<file path="config.mk">
export PLATFORM = sky130hd
export DESIGN_NAME = sucs_cell
export DESIGN_NICKNAME = d
export VERILOG_FILES = /design/src/rtl/sucs_pkg.sv /design/src/rtl/sucs_cell.sv
export SDC_FILE = /design/constraint.sdc
export NUM_CORES = 1
export LEC_CHECK = 0
export ABC_AREA = 1
export BUFFER_PORTS_ARGS = -buffer_cell sky130_fd_sc_hd__buf_2
export CAP_MARGIN = 20
export CORE_UTILIZATION = 42
export DETAILED_ROUTE_END_ITERATION = 8
export PLACE_DENSITY = 0.74
export SLEW_MARGIN = 30
export SYNTH_ARGS = -nofsm -noshare
export SYNTH_HDL_FRONTEND = slang
export SYNTH_SLANG_ARGS = --single-unit
</file>
<file path="constraint.sdc">
create_clock -name aclk -period 4 [get_ports aclk]
set_input_delay 0.8 -clock aclk [delete_from_list [all_inputs] [get_ports aclk]]
set_output_delay 0.8 -clock aclk [all_outputs]
set_load 0.02 [all_outputs]
</file>
<file path="src/rtl/sucs_pkg.sv">
// Package for the sorted unique coordinate set.
// Holds the operation codes, sequencer states, cell control word and default capacity.
// No dependencies.
package sucs_pkg;

    localparam int DEF_CAPACITY = 64;

    typedef enum logic [1:0] {
        OP_INSERT = 2'd0,
        OP_QUERY  = 2'd1,
        OP_CLEAR  = 2'd2,
        OP_NONE   = 2'd3
    } op_t;

    typedef enum logic [1:0] {
        ST_IDLE,
        ST_CMP,
        ST_UPD
    } state_t;

    typedef struct packed {
        logic cmp;
        logic shift;
        logic clear;
    } cell_ctrl_t;

endpackage

</file>
<file path="src/rtl/sucs_cell.sv">
// One cell of the sorted chain: holds one entry, its valid bit and its compare flags.
// Depends on sucs_pkg.
module sucs_cell import sucs_pkg::*; (
    input  logic               aclk,
    input  logic               aresetn,
    input  cell_ctrl_t         ctrl,
    input  logic signed [31:0] key,
    input  logic signed [31:0] left_entry,
    input  logic               left_valid,
    input  logic               left_le,
    output logic signed [31:0] entry,
    output logic               valid,
    output logic               le,
    output logic               eq
);

    logic signed [31:0] entry_reg, entry_next;
    logic               valid_reg, valid_next;
    logic               le_reg, le_next;
    logic               eq_reg, eq_next;

    always_comb begin
        le_next    = le_reg;
        eq_next    = eq_reg;
        entry_next = entry_reg;
        valid_next = valid_reg;
        if (ctrl.cmp) begin
            le_next = valid_reg && (entry_reg <= key);
            eq_next = valid_reg && (entry_reg == key);
        end
        if (ctrl.clear) begin
            valid_next = 1'b0;
        end else if (ctrl.shift && !le_reg) begin
            entry_next = left_le ? key : left_entry;
            valid_next = valid_reg || left_valid;
        end
    end

    always_ff @(posedge aclk) begin
        if (!aresetn) begin
            valid_reg <= 1'b0;
            le_reg    <= 1'b0;
            eq_reg    <= 1'b0;
        end else begin
            valid_reg <= valid_next;
            le_reg    <= le_next;
            eq_reg    <= eq_next;
        end
    end

    always_ff @(posedge aclk) begin
        entry_reg <= entry_next;
    end

    assign entry = entry_reg;
    assign valid = valid_reg;
    assign le    = le_reg;
    assign eq    = eq_reg;

endmodule

</file>
Yosys cells after proc, flatten, opt, wreduce, memory -nomap -nowiden
Cells that the tools add are included.

operators by class
  multiplexer cells = 1
  magnitude comparators = 1
  bitwise gates (word level) = 2
  multipliers = 0
  divide/modulo/power cells = 0
  shifts and indexed selects = 0
  add/sub/neg operators = 0
  reduce and logical (&&, ||, !) cells = 7
  eq/ne operators = 1

operator list
  cell               count
  $eq 32x32->1       1
  $le 32x32->1       1
  $mux 32            1
  $logic_and 1x1->1  3
  $not 1->1          2
  $reduce_and 2->1   1
  $reduce_or 2->1    1
  $logic_not 1->1    1
  $logic_or 1x1->1   1

storage, ports and cells
  register bits after elaboration = 35
  input bits = 71
  memories kept = 0
  output and inout bits = 35
  memory bits (writable) = 0
  latch bits = 0
  logic and storage cells = 16
  memory bits (read-only) = 0

Logic depth before layout (Yosys ltp)
Gate-level depths: netlist of run 1.

  depth after elaboration = 3
  mapped depth = 16
  mapped depth without buffers = 16

Least setup slack after synthesis of run 1
No wires, ideal clock.

  kind = input-to-reg
  start = in ctrl[1] in the netlist's numbering
  end = reg entry_reg[0], in the netlist entry[0], enable pin
  path slack = 1.370 ns
  arrival time = 2.209 ns
  library setup time = 0.422 ns
  stages on the path = 2
  data required time = 3.578 ns
  buffers on the path = 0
  cells stage by stage = nand2_1 nor2_1

on the way
  word-level cells in the longest chain between the ends = 2

RTL lines
  what                        RTL line         text
  start, declared             sucs_cell.sv:6   input cell_ctrl_t ctrl,
  $logic_and 1x1->1           sucs_cell.sv:33  end else if (ctrl.shift && !le_reg) begin
  $reduce_and 2->1 (no line)  --
  end signal, assigned        sucs_cell.sv:52  entry_reg <= entry_next;
  end, declared               sucs_cell.sv:17  logic signed [31:0] entry_reg, entry_next;

No other way between the ends.
A chain may end at the register's enable or synchronous reset.

Worst setup path in the final report of run 1
  start = in key[31]
  end = reg le_reg, in the netlist le

on the way
  word-level cells in the longest chain between the ends = 2

RTL lines
  what                  RTL line         text
  start, declared       sucs_cell.sv:7   input logic signed [31:0] key,
  $le 32x32->1          sucs_cell.sv:28  le_next = valid_reg && (entry_reg <= key);
  $logic_and 1x1->1     sucs_cell.sv:28
  end signal, assigned  sucs_cell.sv:46  le_reg <= le_next;
  end, declared         sucs_cell.sv:19  logic le_reg, le_next;

No other way between the ends.

==> results.md, run 1 <==
* Yosys warns at 0
* HP Start: eq
* Vias post-DR at between 2,000 and 2,500
* R2r startpoint: entry[31]
* Register area share after synthesis at between 40% and 50%
* Die height at about 76 um
* Die width at approximately 76 um
* Post-cts hold buffer count at 0
* Synth Net Count at ~360
* DP Area at around 0.0029 mm2
* Setup bufs post-CTS at 0
* CTS root buffer: clkbuf_8
* FF+latch count, synth at 35
* Final WL at around 4900 um
* Psw at between 0.0002 and 0.00025 W
* Gr ovfl total at 0
* Async set-reset flop share out of synthesis at 0%
* CTS Buffer Depth at 2
* Reg2Reg Depth at 8
* Tcrit/Tclk final at between 40% and 50%
* Startpoint Class: input port
* Ports at about 110
* Number of synthesized flops with an enable pin at 32
* Num rows at 26
* Synth Instances at between 200 and 300
* Max-slew violation count at 0
* Finished Cell Area at 0.00302 mm2
* Critical Path Sink Type: register
* Largest net degree at the start of global routing at 40
* Mean Syn Cell Area at around 8.9 um2
* First-pass GRT wire length at approximately 8500 um
* Storage cell area at 0.00102 mm2
* Total GRT Usage at between 10% and 20%
* Leakage power at roughly 1.6 nW
* Clock Skew at 0.00729 ns
* Final core occ at 58.1%
* Hold Path Cell Cnt at 2
* Placer congestion estimate at 0.772
* Outcome: finished, final reports clean
* Initial DRT Pass Iterations at 4
* Clock Latency Late Sink at 0.29 ns
* Final setup viols at 0
* Number of DRC markers in iteration 0 at 39
* Area Overhead vs Synth at 30.6%
* R2R setup slack at 2.24 ns
* Switching part of the total power at 28.4%
* Fillcell total at a little under 500
* Mapped cell area at between 0.002 and 0.0025 mm2
* DP Wirelength at approximately 4000 um
* Post-route ant nets at 0
* Layout net count at between 400 and 500
* Multi-input logic area at about 0.0011 mm2
* Largest register FFs at 32
* Max-cap violations at 0
* Fin crit period at between 1.5 and 2 ns
* Share of cells above drive strength 1 at approximately a third
* Crit-path max FO at 4
* Vias/cell at approximately 4.6
* TritonCTS Buffers at 5
* Vias in the first global route at slightly above 2,000
* Slew @ Worst Pin at about 0.65 ns
* Initial antenna violation count at 0
* Clock power frac at 28.1%
* N_diodes at 0
* WL/cell at about 11 um
* Comb power frac at 22.6%
* Worst r2r dst: le
* Fmax at roughly 0.5 GHz
* Worst slew margin at between 50% and 60%
* Worst hold-check path type: register to register
* Critical Setup Path Class: input port to register
* Fin. Hold Viols at 0
* Hold Crit Endpoint: eq
* Core ar. at about 0.0052 mm2
* Flop pwr share at 49.2%
* Main flop type after synthesis: edfxtp_1
* CTS sink count at 35
* Power Density at about 290 mW/mm2
* CTS tree: built
* Port-buffer cells at ~110
* Clk slew on worst S/H paths at 0.07 ns
* Design Power at approximately 0.00087 W
* WP data arrival at roughly 2.2 ns
* Die ar. at 0.00581 mm2
* Post-CTS Resized at 0
* Initial Utilization at ~44%
* Setup TNS Final at 0 ns
* Post-synthesis cell type count at 28
* H-Tree Depth at 2
* Worst vdd ir at between 150 and 200 uV
* Cell Int Power at between 0.0006 and 0.0007 W
* RSZ-0062 raised after global routing: no
* Remaining DRCs at 0
* CP Data Required Time at between 4 and 5 ns
==> critical path, stage by stage <==
cell and delay [ns]:
buf_2 0.07, inv_1 0.04, ha_1 0.35, nand2_2 0.08
nor2_2 0.16, nand2_2 0.09, nor4_4 0.20, nand4_2 0.15
o21a_1 0.15, a21oi_2 0.11
==> layer usage <==
layer  wire length (um)  track usage, %  vias up
li1                   -               -     1080
met1               2190            21.5      882
met2               2350            31.3       63
met3                298            4.55        5
met4                 67            6.35        0
met5                  0               0        -
==> cell type report <==
class / instances / area share [%]
flip-flops and latches: 35 / 33.8
inverters: 46 / 5.71
repair buffers: 107 / 18.5
multi-input cells: 173 / 36.5
clock buffers: 6 / 2.40
well taps: 70 / 2.90
clock inverters: 2 / 0.248
==> power groups by stage <==
stage / registers, W / clock network [W] / logic [W]
detailed placement: 0.000439 / 0 / 0.000197
CTS: 0.000431 / 0.000254 / 0.000198
global route: 0.000432 / 0.000263 / 0.000227
floorplan: 0.000459 / 0 / 0.000103
finish: 0.000430 / 0.000246 / 0.000198
global placement: 0.000438 / 0 / 0.000191
==> stage by stage <==
step	instances	setup slack [ns]	hold slack (ns)
floorplan	261	1.37	0.540
global placement	430	1.70	0.457
detailed placement	430	1.70	0.470
CTS	438	1.99	0.480
global route	439	1.88	0.497
finish	439	2.01	0.476
==> synthesized netlist by cell type (2+ instances only) <==
master | instances | area share [%]
a21oi_1 | 46 | 9.9
inv_1 | 42 | 6.8
nand3_1 | 2 | 0.43
o21ai_0 | 2 | 0.43
nand4_1 | 2 | 0.54
nand2_1 | 32 | 5.2
nor2_1 | 37 | 6.0
nand3_2 | 2 | 0.86
dfxtp_1 | 3 | 2.6
a21o_1 | 2 | 0.65
nand2_2 | 3 | 0.81
o21a_1 | 2 | 0.65
nor2_2 | 2 | 0.54
clkbuf_1 | 6 | 0.97
edfxtp_1 | 32 | 42
inv_2 | 3 | 0.49
ha_1 | 32 | 17
==> kinds of logic (layout without fill, tap and decap cells) <==
kind of cell / after synthesis / count (layout) / synth area share, %
simple gates: 84 / 84 / 16.5
compound gates: 56 / 56 / 13.0
flops: 35 / 35 / 44.1
mux: 1 / 1 / 0.486
fa+ha+maj: 32 / 32 / 17.3
buf+inv: 53 / 161 / 8.59
==> worst max path at each step <==
stage               startpoint  endpoint  slack [ns]
floorplan              ctrl[1]  entry[0]        1.37
global placement       key[31]        le        1.70
detailed placement     key[31]        le        1.70
CTS                    key[31]        le        1.99
global route           key[31]        le        1.88
finish                 key[31]        le        2.01
==> placed cells by master (no fill, tap or decap), types with 3 or more instances in the layout <==
master / Yosys / final
ha_1: 32 / 32
nor2_1: 37 / 36
edfxtp_1: 32 / 32
buf_2: 0 / 105
a21oi_1: 46 / 46
clkinv_1: 1 / 3
dfxtp_1: 3 / 3
clkbuf_8: 0 / 5
nand2_1: 32 / 32
nand2_2: 3 / 3
inv_2: 3 / 3
inv_1: 42 / 42
Power figures use the tool's default switching activity.
==> run 2, diff against run 1 <==
--- a/config.mk
+++ b/config.mk
@@ -10,7 +10,7 @@
 export CAP_MARGIN = 20
 export CORE_UTILIZATION = 42
 export DETAILED_ROUTE_END_ITERATION = 8
-export PLACE_DENSITY = 0.74
+export PLACE_DENSITY = 0.77
 export SLEW_MARGIN = 30
 export SYNTH_ARGS = -nofsm -noshare
 export SYNTH_HDL_FRONTEND = slang
==> constraint.sdc (replaced) <==
create_clock -name aclk -period 1.6 [get_ports aclk]
set_input_delay 0.32 -clock aclk [delete_from_list [all_inputs] [get_ports aclk]]
set_output_delay 0.32 -clock aclk [all_outputs]
set_load 0.02 [all_outputs]
==> run 2 against run 1 <==
Effect of this change:
- the flow now finishes with violations (setup timing)
- utilization increased by 4.3 points
- total power rose to 2.6 times the previous value
- global-route usage grew 0.67 points
- combinational power increased to 2.8 times the previous value
- critical endpoint unchanged
- highest routed layer unchanged
- sequential share of layout area fell by 2.3 points
- clock skew down 0.0039 ns
- sequential power rose to 2.5 times the previous value
- clock-buffer cell count is 2 higher
- register-to-register slack worse by 2.3 ns
- first-iteration DRC count fell by 5.1%
- final cell count up 4.1%
==> results.md, run 2 (synthesis gave the netlist of run 1 again) <==
* Critical Setup Path Class: register to register (was input port to register)
* DP Cell Count at 445 (was 430)
* Die ar. at 0.00581 mm2 (unchanged)
* CTS root buffer: clkbuf_8 (unchanged)
* Switching part of the total power at 27.9% (was 28.4%)
* Finished Cell Area at 0.00325 mm2 (was 0.00302 mm2)
* Power Density at 692 mW/mm2 (was 289 mW/mm2)
* Final core occ at 62.4% (was 58.1%)
* Initial DRT Pass Iterations at 4 (unchanged)
* Setup slack after layout at -0.101 ns (was 2.01 ns)
* Psw at 0.000629 W (was 0.000248 W)
* Outcome: finished, violations left (was finished, final reports clean)
* DP Wirelength at 3980 um (was 3960 um)
* Reg2Reg Depth at 8 (unchanged)
* Leakage power at 1.67 nW (was 1.57 nW)
* Fin crit period at 1.70 ns
* Final WL at 5040 um (was 4900 um)
* Max-slew violation count at 0 (unchanged)
* Post-route ant nets at 0 (unchanged)
* Clock Latency Late Sink at 0.28 ns (was 0.29 ns)
* Core ar. at 0.00520 mm2 (unchanged)
* Remaining DRCs at 0 (unchanged)
* DP Area at 0.00309 mm2 (was 0.00292 mm2)
* Commonest cells after routing, fill and taps aside: buf_2, a21oi_1, inv_1 (unchanged)
* First-pass GRT wire length at 8780 um (was 8470 um)
* Placer congestion estimate at 0.815 (was 0.772)
* Setup TNS Final at -0.101 ns (was 0 ns)
* Tcrit/Tclk final at 106%
* Worst slew margin at 81.4% (was 56.9%)
* Layout net count at 489 (was 471)
* Max-cap violations at 0 (unchanged)
* Startpoint Class: register (was input port)
* Final setup viols at 1 (was 0)
* Number of DRC markers in iteration 0 at 37 (was 39)
* Vias/cell at 4.58 (was 4.62)
* Area Overhead vs Synth at 40.4% (was 30.6%)
* WL/cell at 11.0 um (was 11.2 um)
* Critical Path Sink Type: register (unchanged)
* Clk slew on worst S/H paths at 0.07 ns (about the same)
* Largest register FFs at 32 (unchanged)
* Initial antenna violation count at 0 (unchanged)
* Gr ovfl total at 0 (unchanged)
* Flop pwr share at 48.0% (was 49.2%)
* Post-cts hold buffer count at 0 (unchanged)
* Worst vdd ir at 508 uV (was 166 uV)
* Port-buffer cells at 105 (unchanged)
* Comb power frac at 24.8% (was 22.6%)
* Share of cells above drive strength 1 at 40.1% (was 34.7%)
* Vias in the first global route at 2,094 (was 2,023)
* Die height at 76.2 um (unchanged)
* Ports at 106 (unchanged)
* TritonCTS Buffers at 5 (unchanged)
* Crit-path max FO at 3 (was 4)
* Largest net degree at the start of global routing at 37 (was 40)
* Worst hold-check path type: input port to register (was register to register)
* Hold Slack at 0.252 ns (was 0.476 ns)
* WP data arrival at 1.92 ns (was 2.21 ns)
* Post-Layout Cell Count at 457 (was 439)
* Slew @ Worst Pin at 0.276 ns (was 0.646 ns)
* H-Tree Depth at 2 (unchanged)
* Clock power frac at 27.3% (was 28.1%)
* N_diodes at 0 (unchanged)
* Total GRT Usage at 18.7% (was 18.0%)
* Num rows at 26 (unchanged)
* CP Data Required Time at 1.82 ns (was 4.22 ns)
* Vias post-DR at 2,091 (was 2,030)
* Die width at 76.2 um (unchanged)
* Multi-input logic area at 0.00119 mm2 (was 0.00110 mm2)
* Initial Utilization at 44.5% (unchanged)
* CTS tree: built (unchanged)
* CTS Buffer Depth at 2 (unchanged)
* Clock Skew at 0.00339 ns (was 0.00729 ns)
* Violated checks: setup timing
* Fillcell total at 479 (was 494)
* Fmax at 0.588 GHz
* Storage cell area at 0.00102 mm2 (unchanged)
* CTS sink count at 35 (unchanged)
* Hold Path Cell Cnt at 2 (unchanged)
* RSZ-0062 raised after global routing: yes (was no)
* Fin. Hold Viols at 0 (unchanged)
* Cell Int Power at 0.00162 W (was 0.000625 W)
* Commonest non-fill, non-tap cell in the layout: buf_2 (unchanged)
[run 2: cell count changes in the layout (fill, tap and decap cells not counted), sizes merged]
cell,change
buf,+18
clkinv,-2
clkbuf,+2
[run 2: critical path, cell delays in order, from the launching register on]
cell and delay [ns]:
edfxtp_1 0.43, ha_4 0.32, nand2_4 0.05, nor2_4 0.11, nand2_2 0.08, nor4_4 0.20, nand4_2 0.18, o21a_1 0.15
a21oi_2 0.12
[run 2: layout make-up]
class	count	area share [%]
inverters	46	5.31
well taps	70	2.70
flip-flops and latches	35	31.4
repair buffers	125	21.6
clock buffers	8	2.46
multi-input cells	173	36.5
[run 2: repair_timing]
| item | in CTS | in global routing |
|---|---|---|
| resized for setup | 3 | 5 |
| pin swaps | 5 | 2 |
| hold endpoints to repair | 0 | 0 |
| endpoints found under the setup margin | 2 | 2 |
| buffers inserted | 2 | 2 |
[run 2: per-stage QoR]
stage | worst slack (ns) | total power (W)
floorplan | -0.0660 | 0.00141
global placement | -0.144 | 0.00162
detailed placement | -0.152 | 0.00163
CTS | -0.127 | 0.00226
global route | -0.201 | 0.00239
finish | -0.101 | 0.00225
[run 2: routing by layer]
| layer | vias up | track usage [%] | share of wire (%) |
|---|---|---|---|
| li1 | 1119 | - | - |
| met1 | 912 | 21.9 | 44 |
| met2 | 58 | 33.9 | 50 |
| met3 | 2 | 4.07 | 5.1 |
| met4 | 0 | 5.38 | 0.67 |
| met5 | - | 0 | 0 |
[run 2: worst paths after layout]
kind,start,endpoint,slack [ns]
setup / recovery,entry[31],le,-0.10
hold / removal,ctrl[0],valid,0.25
setup reg to reg,entry[31],le,-0.10
hold reg to reg,valid,valid,0.49
[run 2: power by group through the flow]
stage / combinational, W / sequential (W) / clock (W)
detailed placement: 0.000536 / 0.00110 / 0
global placement: 0.000523 / 0.00110 / 0
finish: 0.000557 / 0.00108 / 0.000614
floorplan: 0.000267 / 0.00115 / 0
CTS: 0.000550 / 0.00108 / 0.000634
global route: 0.000634 / 0.00108 / 0.000672
==> run 3, diff against run 2 <==
--- a/config.mk
+++ b/config.mk
@@ -8,9 +8,10 @@
 export ABC_AREA = 1
 export BUFFER_PORTS_ARGS = -buffer_cell sky130_fd_sc_hd__buf_2
 export CAP_MARGIN = 20
-export CORE_UTILIZATION = 42
+export CORE_MARGIN = 2
+export CORE_UTILIZATION = 43
 export DETAILED_ROUTE_END_ITERATION = 8
-export PLACE_DENSITY = 0.77
+export PLACE_DENSITY = 0.78
 export SLEW_MARGIN = 30
 export SYNTH_ARGS = -nofsm -noshare
 export SYNTH_HDL_FRONTEND = slang
==> run 3 against run 2 <==
Effect of this change:
- sequential share of layout area increased by 0.43 points
- non-clock buffer count decreased by 3
- fmax increased by 1.9%
- via count increased by 2.4%
- combinational power decreased by 2%
- die area increased by 3.0%
- final cell count decreased by 0.66%
- design area decreased by 1.3%
- clock power increased by 3%
- utilization decreased by 0.062 points
- the flow still finishes with violations (setup timing)
- sequential cell count unchanged
- critical path depth increased by 2
==> results.md, run 3 (synthesis gave the netlist of run 1 again) <==
* Outcome: finished, violations left (unchanged)
* Violated checks: setup timing (unchanged)
* Vias/cell at 4.72 (was 4.58)
* Slew @ Worst Pin at 0.366 ns (was 0.276 ns)
* CTS Buffer Depth at 2 (unchanged)
* Commonest non-fill, non-tap cell in the layout: buf_2 (unchanged)
* Psw at 0.000642 W (was 0.000629 W)
* Hold Slack at 0.247 ns (was 0.252 ns)
* Comb power frac at 24.2% (was 24.8%)
* Ports at 106 (unchanged)
* Final setup viols at 1 (unchanged)
* CP startpoint: entry[31] (unchanged)
* Fillcell total at 477 (was 479)
* Vias in the first global route at 2,037 (was 2,094)
* H-Tree Depth at 2 (unchanged)
* WP data arrival at 1.85 ns (was 1.92 ns)
* Finished Cell Area at 0.00321 mm2 (was 0.00325 mm2)
* Fin crit period at 1.67 ns (was 1.70 ns)
* Gr ovfl total at 0 (unchanged)
* Max-slew violation count at 0 (unchanged)
* Initial Utilization at 45.0% (was 44.5%)
* Worst slew margin at 75.6% (was 81.4%)
* Cell Int Power at 0.00161 W (was 0.00162 W)
* Setup slack after layout at -0.0690 ns (was -0.101 ns)
* Num rows at 26 (unchanged)
* Switching part of the total power at 28.5% (was 27.9%)
* Core ar. at 0.00514 mm2 (was 0.00520 mm2)
* Setup TNS Final at -0.0690 ns (was -0.101 ns)
* Total GRT Usage at 17.5% (was 18.7%)
* Die height at 77.4 um (was 76.2 um)
* Critical Setup Path Class: register to register (unchanged)
* Clock Skew at 0.00616 ns (was 0.00339 ns)
* Remaining DRCs at 0 (unchanged)
* CTS root buffer: clkbuf_8 (unchanged)
* CP Data Required Time at 1.78 ns (was 1.82 ns)
* Layout net count at 486 (was 489)
* Design Power at 0.00225 W (about the same)
* Final WL at 5140 um (was 5040 um)
* Clock power frac at 28.0% (was 27.3%)
* Startpoint Class: register (unchanged)
* Crit-path max FO at 3 (unchanged)
* Commonest cells after routing, fill and taps aside: buf_2, a21oi_1, inv_1 (unchanged)
* Max-cap violations at 0 (unchanged)
* Die width at 77.4 um (was 76.2 um)
* Share of cells above drive strength 1 at 38.5% (was 40.1%)
* Area Overhead vs Synth at 38.5% (was 40.4%)
* First-pass GRT wire length at 8470 um (was 8780 um)
* Tcrit/Tclk final at 104% (was 106%)
* Number of DRC markers in iteration 0 at 69 (was 37)
* Port-buffer cells at 105 (unchanged)
* Clock Latency Late Sink at 0.29 ns (was 0.28 ns)
* Worst hold-check path type: input port to register (unchanged)
* Clk slew on worst S/H paths at 0.07 ns (about the same)
* Power Density at 703 mW/mm2 (was 692 mW/mm2)
* Largest net degree at the start of global routing at 39 (was 37)
* CTS tree: built (unchanged)
* Flop pwr share at 47.8% (was 48.0%)
* Worst vdd ir at 379 uV (was 508 uV)
* HP Start: ctrl[0] (unchanged)
* Fin. Hold Viols at 0 (unchanged)
* WL/cell at 11.3 um (was 11.0 um)
* R2r startpoint: entry[31] (unchanged)
* DP Wirelength at 4060 um (was 3980 um)
* Post-route ant nets at 0 (unchanged)
* Vias post-DR at 2,141 (was 2,091)
* Leakage power at 1.65 nW (was 1.67 nW)
* CTS sink count at 35 (unchanged)
* Die ar. at 0.00599 mm2 (was 0.00581 mm2)
* RSZ-0062 raised after global routing: yes (unchanged)
* Initial DRT Pass Iterations at 6 (was 4)
* Placer congestion estimate at 0.775 (was 0.815)
* TritonCTS Buffers at 5 (unchanged)
* Critical Path Sink Type: register (unchanged)
* N_diodes at 0 (unchanged)
* Fmax at 0.599 GHz (was 0.588 GHz)
* Initial antenna violation count at 0 (unchanged)
* DP Area at 0.00308 mm2 (was 0.00309 mm2)
* Largest register FFs at 32 (unchanged)
-- run 3: power by group through the flow --
stage               Sequential (W)  Clock, W  Combinational (W)
floorplan                  0.00115         0           0.000267
finish                     0.00108  0.000631           0.000545
detailed placement         0.00110         0           0.000534
CTS                        0.00108  0.000648           0.000546
global placement           0.00110         0           0.000520
global route               0.00108  0.000681           0.000617
-- run 3: layer usage --
metal | vias up | wire, um | global-route usage (%)
met4 | 0 | 70 | 7.50
li1 | 1118 | - | -
met2 | 69 | 2510 | 30.4
met3 | 6 | 280 | 3.72
met5 | - | 0 | 0
met1 | 948 | 2280 | 20.9
-- run 3: final timing paths --
check / to / slack (ns) / cells after the start
hold reg to reg: eq / 0.46 / 2
hold / removal: valid / 0.25 / 2
setup / recovery: le / -0.07 / 10
setup reg to reg: le / -0.07 / 10
-- run 3: layout make-up --
class	count	area, um2	area share, %
Multi-Input combinational cell	173	1170	36.4
Sequential cell	35	1020	31.9
Timing Repair Buffer	122	678	21.2
Inverter	46	173	5.39
Tap cell	70	87.6	2.73
Clock buffer	8	80.1	2.50
-- run 3: worst max-delay path, stage by stage, from the launching register on --
cell and delay, ns:
edfxtp_1 0.43, ha_4 0.32, nand2_4 0.05, nor2_4 0.12, nand2_2 0.08, nor4_4 0.19, nand2_1 0.13, nand2_1 0.07
nand2_1 0.06, nand3_2 0.06, a21oi_2 0.04
-- run 3: what timing repair did --
| action | 4_1_cts | 5_1_grt |
|---|---|---|
| hold buffers | 0 | 0 |
| setup endpoints to repair | 1 | 2 |
| pin swaps | 0 | 3 |
| buffers inserted | 1 | 1 |
| gates resized for setup | 3 | 1 |
-- run 3: metrics by stage --
| stage | utilization (%) | cells | setup WS, ns |
|---|---|---|---|
| global placement | 60.0 | 444 | -0.141 |
| global route | 62.4 | 454 | -0.192 |
| CTS | 62.0 | 453 | -0.0873 |
| detailed placement | 60.0 | 444 | -0.148 |
| finish | 62.4 | 454 | -0.0690 |
| floorplan | - | 261 | -0.0660 |
